### src/rtl/mmsr_pkg.sv
`timescale 1ns / 1ps
// shared types and constants of the matrix min/max/sum reduction
package mmsr_pkg;

	// fixed field widths
	localparam int ELEM_W   = 32;
	localparam int COORD_W  = 12;
	localparam int CFG_W    = 13;
	localparam int RES_W    = 3 * ELEM_W + 4 * COORD_W + 1;
	localparam int OUT_W    = ((RES_W + 7) / 8) * 8;

	// default bounds on matrix shape
	localparam int MAX_COLS_DEF = 4096;
	localparam int MAX_ROWS_DEF = 4096;

	// queue between the front and back parts
	localparam int QUEUE_DEPTH = 4;
	localparam int QPTR_W      = $clog2(QUEUE_DEPTH);
	localparam int QCNT_W      = QPTR_W + 1;

	// one classified element as it travels from front to back
	typedef struct packed {
		logic [ELEM_W-1:0]  value;
		logic               last;
		logic               first;
		logic               ovf;
		logic [COORD_W-1:0] row;
		logic [COORD_W-1:0] col;
	} item_t;

	// one finished reduction
	typedef struct packed {
		logic [ELEM_W-1:0]  total_sum;
		logic [ELEM_W-1:0]  min_value;
		logic [ELEM_W-1:0]  max_value;
		logic [COORD_W-1:0] min_row;
		logic [COORD_W-1:0] min_col;
		logic [COORD_W-1:0] max_row;
		logic [COORD_W-1:0] max_col;
		logic               row_overflow;
	} result_t;

	// status of the queue seen by its neighbors
	typedef struct packed {
		logic full;
		logic empty;
	} qstat_t;

endpackage

### src/rtl/matrix_min_max_sum_reduction.sv
`timescale 1ns / 1ps
// top level of the streaming matrix sum, min and max reduction
//
//  channel   direction  signals                                  carries
//  s_axis    in         s_axis_tvalid/tready/tdata/tlast         element, last flag
//  m_axis    out        m_axis_tvalid/tready/tdata               one result per matrix
//  cfg       in         cfg_valid/cfg_ready/cfg_data             column count
//
//  one element is taken every cycle while the queue is not full; the front tags it
//  with its row and column and a four-entry queue hands it to the back, which updates
//  sum, min and max. the last element passes through the queue and then the result
//  register before its result is shown. reset clears the counters, the queue and the
//  result valid flag; num_cols is 1. a stalled result holds the back only on the next
//  last element; the queue absorbs up to four elements before s_axis_tready drops.
module matrix_min_max_sum_reduction #(
	parameter int MAX_COLS = mmsr_pkg::MAX_COLS_DEF,
	parameter int MAX_ROWS = mmsr_pkg::MAX_ROWS_DEF
) (
	input  logic                         clk,
	input  logic                         arst_n,
	input  logic                         s_axis_tvalid,
	output logic                         s_axis_tready,
	// element_value[31:0]
	input  logic [mmsr_pkg::ELEM_W-1:0]  s_axis_tdata,
	// last_element
	input  logic                         s_axis_tlast,
	output logic                         m_axis_tvalid,
	input  logic                         m_axis_tready,
	// total_sum[31:0], min_value[63:32], max_value[95:64], min_row[107:96],
	// min_col[119:108], max_row[131:120], max_col[143:132], row_overflow[144]
	output logic [mmsr_pkg::OUT_W-1:0]   m_axis_tdata,
	input  logic                         cfg_valid,
	output logic                         cfg_ready,
	input  logic [mmsr_pkg::CFG_W-1:0]   cfg_data
);
	import mmsr_pkg::*;

	logic    push;
	logic    pop;
	item_t   wr_item;
	item_t   head;
	qstat_t  qstat;
	result_t res;

	assign cfg_ready = 1'b1;

	// tag incoming elements
	mmsr_front #(
		.MAX_COLS (MAX_COLS),
		.MAX_ROWS (MAX_ROWS)
	) u_front (
		.clk       (clk),
		.arst_n    (arst_n),
		.in_value  (s_axis_tdata),
		.in_last   (s_axis_tlast),
		.in_valid  (s_axis_tvalid),
		.in_ready  (s_axis_tready),
		.cfg_valid (cfg_valid),
		.cfg_data  (cfg_data),
		.qstat     (qstat),
		.push      (push),
		.item      (wr_item)
	);

	// decoupling queue
	mmsr_queue u_queue (
		.clk     (clk),
		.arst_n  (arst_n),
		.push    (push),
		.wr_item (wr_item),
		.pop     (pop),
		.rd_item (head),
		.qstat   (qstat)
	);

	// reductions and result register
	mmsr_back u_back (
		.clk       (clk),
		.arst_n    (arst_n),
		.head      (head),
		.qstat     (qstat),
		.pop       (pop),
		.res       (res),
		.res_valid (m_axis_tvalid),
		.res_ready (m_axis_tready)
	);

	// pack the result, first field lowest
	assign m_axis_tdata = OUT_W'({res.row_overflow, res.max_col, res.max_row,
		res.min_col, res.min_row, res.max_value, res.min_value, res.total_sum});

endmodule

### src/rtl/mmsr_front.sv
`timescale 1ns / 1ps
// front part: column count register, coordinate counters and item tagging
module mmsr_front #(
	parameter int MAX_COLS = mmsr_pkg::MAX_COLS_DEF,
	parameter int MAX_ROWS = mmsr_pkg::MAX_ROWS_DEF
) (
	input  logic                         clk,
	input  logic                         arst_n,
	input  logic [mmsr_pkg::ELEM_W-1:0]  in_value,
	input  logic                         in_last,
	input  logic                         in_valid,
	output logic                         in_ready,
	input  logic                         cfg_valid,
	input  logic [mmsr_pkg::CFG_W-1:0]   cfg_data,
	input  mmsr_pkg::qstat_t             qstat,
	output logic                         push,
	output mmsr_pkg::item_t              item
);
	import mmsr_pkg::*;

	localparam int CW   = $clog2(MAX_COLS);
	localparam int RW   = $clog2(MAX_ROWS);
	localparam int CMPW = ((CW > CFG_W) ? CW : CFG_W) + 1;
	localparam int RXW  = RW + 1;
	localparam int CXW  = (CW > COORD_W) ? CW : COORD_W;
	localparam int RYW  = (RW > COORD_W) ? RW : COORD_W;

	logic [CFG_W-1:0] eff_cols_q;
	logic [CW-1:0]    col_q;
	logic [RW-1:0]    row_q;
	logic             first_q;
	logic             ovf_q;
	logic             col_wrap;
	logic             row_full;
	logic             accept;
	logic [CXW-1:0]   col_x;
	logic [RYW-1:0]   row_x;

	// column count, clamped to the supported range on write
	always_ff @(posedge clk or negedge arst_n) begin
		if (!arst_n) begin
			eff_cols_q <= CFG_W'(1);
		end else if (cfg_valid) begin
			if (cfg_data == '0) begin
				eff_cols_q <= CFG_W'(1);
			end else if (32'(cfg_data) > 32'(MAX_COLS)) begin
				eff_cols_q <= CFG_W'(MAX_COLS);
			end else begin
				eff_cols_q <= cfg_data;
			end
		end
	end

	// handshake into the queue
	assign in_ready = !qstat.full;
	assign accept   = in_valid && in_ready;
	assign push     = accept;

	// wrap conditions
	assign col_wrap = (CMPW'(col_q) + CMPW'(1)) >= CMPW'(eff_cols_q);
	assign row_full = (RXW'(row_q) + RXW'(1)) >= RXW'(MAX_ROWS);

	// coordinate counters, cleared after the last element of a matrix
	always_ff @(posedge clk or negedge arst_n) begin
		if (!arst_n) begin
			col_q   <= '0;
			row_q   <= '0;
			first_q <= 1'b1;
			ovf_q   <= 1'b0;
		end else if (accept) begin
			if (in_last) begin
				col_q   <= '0;
				row_q   <= '0;
				first_q <= 1'b1;
				ovf_q   <= 1'b0;
			end else begin
				first_q <= 1'b0;
				if (col_wrap) begin
					col_q <= '0;
					if (row_full) begin
						ovf_q <= 1'b1;
					end else begin
						row_q <= row_q + RW'(1);
					end
				end else begin
					col_q <= col_q + CW'(1);
				end
			end
		end
	end

	// tag the element with its position and matrix markers
	assign col_x = CXW'(col_q);
	assign row_x = RYW'(row_q);

	always_comb begin
		item.value = in_value;
		item.last  = in_last;
		item.first = first_q;
		item.ovf   = ovf_q;
		item.row   = row_x[COORD_W-1:0];
		item.col   = col_x[COORD_W-1:0];
	end

endmodule

### src/rtl/mmsr_queue.sv
`timescale 1ns / 1ps
// short item queue between the front and back parts
module mmsr_queue (
	input  logic              clk,
	input  logic              arst_n,
	input  logic              push,
	input  mmsr_pkg::item_t   wr_item,
	input  logic              pop,
	output mmsr_pkg::item_t   rd_item,
	output mmsr_pkg::qstat_t  qstat
);
	import mmsr_pkg::*;

	item_t             mem_q [QUEUE_DEPTH];
	logic [QPTR_W-1:0] wr_ptr_q;
	logic [QPTR_W-1:0] rd_ptr_q;
	logic [QCNT_W-1:0] count_q;

	// status
	assign qstat.full  = (count_q == QCNT_W'(QUEUE_DEPTH));
	assign qstat.empty = (count_q == '0);
	assign rd_item     = mem_q[rd_ptr_q];

	// storage
	always_ff @(posedge clk) begin
		if (push) begin
			mem_q[wr_ptr_q] <= wr_item;
		end
	end

	// pointers and fill count
	always_ff @(posedge clk or negedge arst_n) begin
		if (!arst_n) begin
			wr_ptr_q <= '0;
			rd_ptr_q <= '0;
			count_q  <= '0;
		end else begin
			if (push) begin
				wr_ptr_q <= wr_ptr_q + QPTR_W'(1);
			end
			if (pop) begin
				rd_ptr_q <= rd_ptr_q + QPTR_W'(1);
			end
			case ({push, pop})
				2'b10:   count_q <= count_q + QCNT_W'(1);
				2'b01:   count_q <= count_q - QCNT_W'(1);
				default: count_q <= count_q;
			endcase
		end
	end

endmodule

### src/rtl/mmsr_back.sv
`timescale 1ns / 1ps
// back part: running sum, min/max tracking and result register
module mmsr_back (
	input  logic              clk,
	input  logic              arst_n,
	input  mmsr_pkg::item_t   head,
	input  mmsr_pkg::qstat_t  qstat,
	output logic              pop,
	output mmsr_pkg::result_t res,
	output logic              res_valid,
	input  logic              res_ready
);
	import mmsr_pkg::*;

	logic [ELEM_W-1:0]  sum_q;
	logic [ELEM_W-1:0]  low_q;
	logic [ELEM_W-1:0]  high_q;
	logic [COORD_W-1:0] low_row_q;
	logic [COORD_W-1:0] low_col_q;
	logic [COORD_W-1:0] high_row_q;
	logic [COORD_W-1:0] high_col_q;
	logic               out_valid_q;
	result_t            out_q;

	logic               out_free;
	logic               take_low;
	logic               take_high;
	logic [ELEM_W-1:0]  sum_nxt;
	logic [ELEM_W-1:0]  low_nxt;
	logic [ELEM_W-1:0]  high_nxt;
	logic [COORD_W-1:0] low_row_nxt;
	logic [COORD_W-1:0] low_col_nxt;
	logic [COORD_W-1:0] high_row_nxt;
	logic [COORD_W-1:0] high_col_nxt;

	// a last item needs a free result slot, any other item goes straight in
	assign out_free = !out_valid_q || res_ready;
	assign pop      = !qstat.empty && (!head.last || out_free);

	// strict compares keep the first occurrence
	assign take_low  = head.first || ($signed(head.value) < $signed(low_q));
	assign take_high = head.first || ($signed(head.value) > $signed(high_q));

	always_comb begin
		sum_nxt      = head.first ? head.value : sum_q + head.value;
		low_nxt      = take_low ? head.value : low_q;
		low_row_nxt  = take_low ? head.row : low_row_q;
		low_col_nxt  = take_low ? head.col : low_col_q;
		high_nxt     = take_high ? head.value : high_q;
		high_row_nxt = take_high ? head.row : high_row_q;
		high_col_nxt = take_high ? head.col : high_col_q;
	end

	// running reductions
	always_ff @(posedge clk) begin
		if (pop) begin
			sum_q      <= sum_nxt;
			low_q      <= low_nxt;
			low_row_q  <= low_row_nxt;
			low_col_q  <= low_col_nxt;
			high_q     <= high_nxt;
			high_row_q <= high_row_nxt;
			high_col_q <= high_col_nxt;
		end
	end

	// result payload
	always_ff @(posedge clk) begin
		if (pop && head.last) begin
			out_q.total_sum    <= sum_nxt;
			out_q.min_value    <= low_nxt;
			out_q.max_value    <= high_nxt;
			out_q.min_row      <= low_row_nxt;
			out_q.min_col      <= low_col_nxt;
			out_q.max_row      <= high_row_nxt;
			out_q.max_col      <= high_col_nxt;
			out_q.row_overflow <= head.ovf;
		end
	end

	// result valid
	always_ff @(posedge clk or negedge arst_n) begin
		if (!arst_n) begin
			out_valid_q <= 1'b0;
		end else if (pop && head.last) begin
			out_valid_q <= 1'b1;
		end else if (res_ready) begin
			out_valid_q <= 1'b0;
		end
	end

	assign res       = out_q;
	assign res_valid = out_valid_q;

endmodule

### config.mk
export PLATFORM = sky130hd
export DESIGN_NAME = matrix_min_max_sum_reduction
export DESIGN_NICKNAME = d
export VERILOG_FILES = /design/src/rtl/mmsr_pkg.sv /design/src/rtl/matrix_min_max_sum_reduction.sv /design/src/rtl/mmsr_front.sv /design/src/rtl/mmsr_queue.sv /design/src/rtl/mmsr_back.sv
export SDC_FILE = /design/constraint.sdc
export NUM_CORES = 1
export LEC_CHECK = 0
export BUFFER_PORTS_ARGS = -buffer_cell sky130_fd_sc_hd__buf_2
export CORE_UTILIZATION = 30
export DETAILED_ROUTE_END_ITERATION = 8
export PLACE_DENSITY = 0.46
export SLEW_MARGIN = 25
export SYNTH_ARGS = -nofsm -noshare
export SYNTH_HDL_FRONTEND = slang
export SYNTH_SLANG_ARGS = --single-unit
### constraint.sdc
create_clock -name clk -period 15.5 [get_ports clk]
set_input_delay 2.325 -clock clk [delete_from_list [all_inputs] [get_ports clk]]
set_output_delay 2.325 -clock clk [all_outputs]
set_load 0.02 [all_outputs]
==> flow_metrics.tcl, run 1 <==
set metrics [dict create \
    status "complete, no violations" \
    viasPerCell 4.72 \
    grt_remaining_overflow 0 \
    syn_inst 1525 \
    core-area_um2 82000 \
    synth_flop_cell "edfxtp_1" \
    root_buffer "clkbuf_16" \
    cts_resized 0 \
    syn_avg_cell_area_um2 16.3 \
    syn2layout_area_growth_pct 18.3 \
    drt-pass1-iter-count 5 \
    nets 1926 \
    slew_viol_final 0 \
    synth_warnings 0 \
    ys_seq_area_share_pct 68.3 \
    hold_path.class "flip-flop to flip-flop" \
    cts_sinks 572 \
    fillers 7898 \
    relSlewSlack_pct 34.1 \
    path_cells "buf_4 -> mux4_2 -> ha_1 -> a211o_1 -> a21oi_1 -> o21ai_0 -> a31oi_1 -> o221ai_1 -> a21oi_1 -> xor2_1 -> a21oi_4 -> buf_4 -> mux2_2" \
    ys_types 56 \
    final_util_pct 35.8 \
    ant_nets 0 \
    fmax_ghz 0.188 \
    grt_pass1_vias 13900 \
    synth_edf_count 525 \
    multi_input_area_um2 7260 \
    grt_max_degree 148 \
    maxCapViolations 0 \
    path_max_fanout 54 \
    clk_pin_slew_ns 0.05 \
    drt_iter0_drc 781 \
    worst_setup_path_start_kind "flip-flop" \
    cts_buffer_depth 3 \
    slowest_stage "dfrtp_4" \
    finalSetupViolCount 0 \
    period_share_pct 34.4 \
    cts_buffers 68 \
    via_count 13600 \
    grt_pass1_wl_um 85500 \
    fp.dieArea_um2 83800 \
    cts_tree "built" \
    cp_data_required_time_ns 15.83 \
    num_rows 105 \
    netlist_area_um2 24800 \
    antenna_found_initial 15 \
    final_common_cell "edfxtp_1" \
    ctsHoldBuffers 0 \
    async_flop_share_pct 8.22 \
    track_usage_pct 13.6 \
    critical_path_class "flip-flop to flip-flop" \
    worst_slew_pin_slew_ns 0.988 \
    io_pins 206 \
    seq_area_um2 16900 \
    fin_tns_setup_ns 0 \
    finalClockSkew_ns 0.0258 \
    htree_levels 3 \
    max_stage_delay_ns 0.88 \
    crit_path_end_kind "flip-flop" \
    grt_setup_unrepaired "no" \
    die_h_um 289 \
    fp.dieW_um 289 \
    arrival_ns 5.65 \
    insertion_delay_ns 0.59 \
    post-route-min-period_ns 5.33 \
    dpl.hpwl_um 37100 \
    hold_viol_final 0 \
    ys_ff_latch 572 \
    post_cts_buffers 0 \
    numPortBuffers 197 \
    drc_errors 0 \
    start_util_pct 30.2 \
    final_cell_mix "edfxtp_1 (525), buf_2 (197), ha_1 (114)" \
    routabilityCongestion 0.812 \
    wl_per_cell_um 19.8 \
    layout-drive-gt1-share_pct 27.8 \
    routed_wl_um 57300 \
]
## flip-flops by register name (all words and copies together) (netlist names), 3 cells and up
name,count
u_back.sum_q,32
u_back.high_row_q,12
u_back.low_col_q,12
u_front.row_q,12
u_front.eff_cols_q,13
u_back.high_q,32
u_back.high_col_q,12
u_queue.count_q,3
u_back.res,145
u_queue.mem_q,236
u_front.col_q,12
u_back.low_row_q,12
u_back.low_q,32
## cells in the mapped netlist, types with 6 or more instances
| cell | number | area (um2) |
|---|---|---|
| a21o_1 | 32 | 240 |
| a21oi_1 | 65 | 325 |
| a31oi_1 | 7 | 43.8 |
| and3_1 | 20 | 125 |
| buf_2 | 6 | 30.0 |
| buf_4 | 8 | 60.1 |
| buf_6 | 6 | 67.6 |
| clkbuf_1 | 31 | 116 |
| dfrtp_1 | 45 | 1130 |
| edfxtp_1 | 525 | 15800 |
| ha_1 | 114 | 1430 |
| inv_1 | 96 | 360 |
| mux2_2 | 74 | 833 |
| mux2_4 | 38 | 571 |
| mux4_2 | 59 | 1330 |
| nand2_1 | 92 | 345 |
| nand3_1 | 17 | 85.1 |
| nand4_1 | 18 | 113 |
| nor2_1 | 25 | 93.8 |
| nor2b_1 | 12 | 75.1 |
| nor3_1 | 6 | 30.0 |
| nor4_1 | 6 | 37.5 |
| o21ai_0 | 82 | 410 |
| o31ai_1 | 7 | 52.6 |
| or4_1 | 8 | 60.1 |
| xnor2_1 | 20 | 175 |
| xor2_1 | 28 | 245 |
## area by class of cell
class	count	share of cell area, %
diodes	4	0.0341
clock buffers	86	6.28
clock inverters	36	1.46
inverters	96	1.23
multi-input cells	807	24.7
flip-flops and latches	572	57.8
well taps	1070	4.56
repair buffers	214	3.91
## routing by layer
layer | vias up | GRT usage [%] | wire length (um)
met5 | - | 0 | 25
met4 | 4 | 4.37 | 1270
met3 | 86 | 2.44 | 3050
met2 | 305 | 22.2 | 27300
met1 | 6872 | 18.4 | 25700
li1 | 6355 | - | -
## cell families after synthesis
| kind of cell | after synthesis | share of synthesized area, % |
|---|---|---|
| AOI/OAI and AO/OA | 238 | 5.80 |
| xor gates and xnor gates | 48 | 1.70 |
| adders and majority gates | 116 | 5.92 |
| buffers and inverters | 152 | 2.63 |
| DFF | 572 | 68.3 |
| muxes | 176 | 11.2 |
| other | 2 | 0.0303 |
| and+or+nand+nor | 221 | 4.35 |
## through the flow
step | instances | setup WS (ns) | hold slack [ns] | instance area [um2]
finish | 2885 | 10.17 | 0.495 | 29300
global route | 2881 | 9.67 | 0.519 | 29300
CTS | 2880 | 9.97 | 0.494 | 29300
detailed placement | 2758 | 9.98 | 0.485 | 27000
global placement | 2758 | 9.99 | 0.479 | 27000
floorplan | 1531 | 1.57 | 0.454 | 24800
## worst max-delay path: cells and delay by family, from the launching register on
kind | cells | cell delay (ns)
adder cells (fa/ha/maj) | 1 | 0.35
flip-flops | 1 | 0.88
AO/OA/AOI/OAI | 7 | 1.17
XOR/XNOR | 1 | 0.13
multiplexers | 2 | 1.12
buffers and inverters | 2 | 1.36
## worst paths after layout
path,depth (start not counted),endpoint,from,slack (ns)
min in group asynchronous,2,u_front.eff_cols_q[11]$_DFFE_PN0P_,arst_n,1.84
max in group asynchronous,2,u_queue.rd_ptr_q[0]$_DFFE_PN0P_,arst_n,13.09
worst min register to register,1,u_queue.count_q[0]$_DFFE_PN0P_,u_queue.count_q[0]$_DFFE_PN0P_,0.49
worst max-delay path,13,u_back.res[19]$_DFFE_PP_,u_queue.rd_ptr_q[0]$_DFFE_PN0P_,10.17
worst min-delay path,1,u_queue.count_q[0]$_DFFE_PN0P_,u_queue.count_q[0]$_DFFE_PN0P_,0.49
worst max register to register,13,u_back.res[19]$_DFFE_PP_,u_queue.rd_ptr_q[0]$_DFFE_PN0P_,10.17
Power of run 1 is left out: the tool's default activity adds up to more than one toggle a clock period on the data nets, which glitch-free logic cannot reach.
==> inputs of run 2 (changes only) <==
--- a/config.mk
+++ b/config.mk
@@ -5,6 +5,7 @@
 export SDC_FILE = /design/constraint.sdc
 export NUM_CORES = 1
 export LEC_CHECK = 0
+export ABC_AREA = 1
 export BUFFER_PORTS_ARGS = -buffer_cell sky130_fd_sc_hd__buf_2
 export CORE_UTILIZATION = 30
 export DETAILED_ROUTE_END_ITERATION = 8
==> constraint.sdc (replaced) <==
create_clock -name clk -period 5.1 [get_ports clk]
set_input_delay 0.765 -clock clk [delete_from_list [all_inputs] [get_ports clk]]
set_output_delay 0.765 -clock clk [all_outputs]
set_load 0.02 [all_outputs]
==> run 2 against run 1 <==
- clock skew increased by 0.013 ns
- maximum frequency increased by 22%
- routed wire length increased by 24%
- via count increased by 29%
- non-clock buffer count increased by 41
==> flow_metrics.tcl, run 2 <==
set metrics [dict create \
    status "complete, no violations" \
    arrival_ns 4.82 \
    drc_errors 0 \
    critical_path_class "flip-flop to flip-flop" \
    grt_remaining_overflow 0 \
    synthMuxAreaShare_pct 0 \
    drt-pass1-iter-count 5 \
    htree_levels 3 \
    path_max_fanout 64 \
    fin_tns_setup_ns 0 \
    synth_top_cells_by_count "edfxtp_1 (525), nand2_1 (451), o21ai_0 (193)" \
    crit_buf_inv 2 \
    final_cell_mix "edfxtp_1 (525), nand2_1 (450), buf_2 (197)" \
    finalClockSkew_ns 0.0391 \
    fmax_ghz 0.228 \
    cts_buffers 68 \
    worst_setup_path_start_kind "flip-flop" \
    hold_viol_final 0 \
    hold_path.class "primary input to async pin" \
    synth_flop_cell "edfxtp_1" \
    fp.dieArea_um2 86600 \
    root_buffer "clkbuf_16" \
    fp.dieW_um 294 \
    grt_pass1_wl_um 107000 \
    largest_reg_flops 236 \
    final_common_cell "edfxtp_1" \
    synth_edf_count 525 \
    r2r-end "u_back.high_q[2]$_DFFE_PP_" \
    via_count 17500 \
    grt_setup_unrepaired "no" \
    cts_tree "built" \
    slowest_stage "buf_4" \
    slew_viol_final 0 \
    ys_ff_latch 572 \
    syn_avg_cell_area_um2 11.4 \
    num_rows 106 \
    synthTopCellsByArea "edfxtp_1 (62%), nand2_1 (6.6%), ha_1 (5.6%), dfrtp_1 (4.4%), o21ai_0 (3.8%)" \
    layout-drive-gt1-share_pct 14.9 \
    max_stage_delay_ns 0.60 \
    r2r_slack_ns 0.72 \
    die_h_um 294 \
    ant_nets 0 \
    ys_types 47 \
    viasPerCell 4.79 \
    track_usage_pct 16.3 \
    period_share_pct 85.9 \
    grt_pass1_vias 17600 \
    cpLargestDelayFamily "simple AND/OR/NAND/NOR gates" \
    nets 2637 \
    relSlewSlack_pct 26.0 \
    io_pins 206 \
    seq_area_um2 16900 \
    reg2reg_from "u_queue.rd_ptr_q[0]$_DFFE_PN0P_" \
    netlist_area_um2 25600 \
    r2r_cells 12 \
    path_cells "buf_4 -> o21ai_0 -> o22ai_1 -> ha_1 -> nand2_1 -> nor4_1 -> nor4b_2 -> nand3_1 -> nand3_2 -> buf_4 -> nand3_1 -> nand2_1" \
    worst_slew_pin_slew_ns 1.11 \
    antenna_found_initial 18 \
    syn2layout_area_growth_pct 18.1 \
    dpl.hpwl_um 46300 \
    yosysMostFrequentCell "edfxtp_1" \
    cts_buffer_depth 3 \
    post-route-min-period_ns 4.38 \
    numPortBuffers 197 \
    dp_cells 3534 \
    fillers 8348 \
    finalSetupViolCount 0 \
    async_flop_share_pct 8.22 \
    cp_data_required_time_ns 5.54 \
    cts_sinks 572 \
    synth_top_family_by_area "simple AND/OR/NAND/NOR gates" \
    synth_simple_gate_area_share_pct 14.3 \
    post_cts_buffers 0 \
    ctsHoldBuffers 0 \
    synthAdderAreaFrac_pct 5.72 \
    ys_seq_area_share_pct 66.1 \
    synth_xor_area_share_pct 1.03 \
    syn_inst 2242 \
    grt_max_degree 146 \
    routed_wl_um 71000 \
    finalNonFillerCells 3657 \
    start_util_pct 30.5 \
    synth_warnings 0 \
    synth_compound_gate_area_share_pct 8.21 \
    place_ws_ns 0.686 \
    multi_input_area_um2 7580 \
    clk_pin_slew_ns 0.06 \
    wl_per_cell_um 19.4 \
    cts_resized 0 \
    insertion_delay_ns 0.61 \
    regMostFlops "u_queue.mem_q" \
    yosysTopAreaCell "edfxtp_1" \
    routabilityCongestion 0.873 \
    fin_ws_ns 0.720 \
    crit_path_end_kind "flip-flop" \
    drt_iter0_drc 1052 \
    maxCapViolations 0 \
    synth_top_cell_area_share_pct 61.5 \
    core-area_um2 84100 \
]
-- run 2: cell count changes in the layout (fill, tap and decap cells not counted), moves of 38 or more --
cell     previous run  this run
o21ai_0            82       193
mux4_2             59         0
inv_1              96       170
o22ai_1             0        54
nand3_1            17       111
nor2_1             24       184
nand2_1            92       450
mux2_2             74         0
nand4_1            18        74
mux2_4             38         0
-- run 2: kinds of logic after synthesis --
| group | Yosys count |
|---|---|
| simple gates | 864 |
| compound gates | 378 |
| other cells | 2 |
| flops | 572 |
| fa+ha+maj | 116 |
| xor+xnor | 30 |
| buf+inv | 280 |
-- run 2: worst max-delay path by stage --
stage	endpoint	cells after the start	from
floorplan	u_back.res[0]$_DFFE_PP_	7	u_queue.rd_ptr_q[0]$_DFFE_PN0P_
global placement	u_back.res[65]$_DFFE_PP_	12	u_queue.rd_ptr_q[0]$_DFFE_PN0P_
detailed placement	u_back.res[17]$_DFFE_PP_	12	u_queue.rd_ptr_q[0]$_DFFE_PN0P_
CTS	u_back.res[21]$_DFFE_PP_	12	u_queue.rd_ptr_q[0]$_DFFE_PN0P_
global route	u_back.res[74]$_DFFE_PP_	13	u_queue.rd_ptr_q[0]$_DFFE_PN0P_
finish	u_back.high_q[2]$_DFFE_PP_	12	u_queue.rd_ptr_q[0]$_DFFE_PN0P_
-- run 2: final cells by class --
cell class / instances / area share (%)
sequential: 572 / 56.0
multi-input combinational: 1396 / 25.0
clock buffer: 87 / 5.93
timing repair buffer: 255 / 5.03
tap: 1134 / 4.69
inverter: 177 / 2.24
clock inverter: 34 / 1.03
antenna: 2 / 0.0165
-- run 2: routing by layer --
metal	vias to the layer above	track usage, %	part of all wire [%]
met5	-	0	0.17
met4	18	3.85	2.2
met3	119	3.61	5.0
met2	356	27.8	49
met1	8598	20.9	44
li1	8437	-	-
-- run 2: through the flow --
| step | hold slack [ns] | utilization, % | instance area (um2) |
|---|---|---|---|
| 3_3_place_gp | 0.464 | 33.5 | 28100 |
| 3_5_place_dp | 0.467 | 33.5 | 28100 |
| 2_1_floorplan | 0.446 | - | 25700 |
| 4_1_cts | 0.270 | 36.0 | 30200 |
| 5_1_grt | 0.299 | 36.0 | 30200 |
| 6_report | 0.261 | 36.0 | 30300 |
-- run 2: worst register-to-register path: cells and delay by family (launching register included) --
family	cells	cell delay [ns]
adder cells (fa/ha/maj)	1	0.20
buffers and inverters	2	1.14
AO/OA/AOI/OAI	2	0.70
AND/OR/NAND/NOR	7	1.79
flip-flops	1	0.41
Power of run 2 is left out for the same reason.
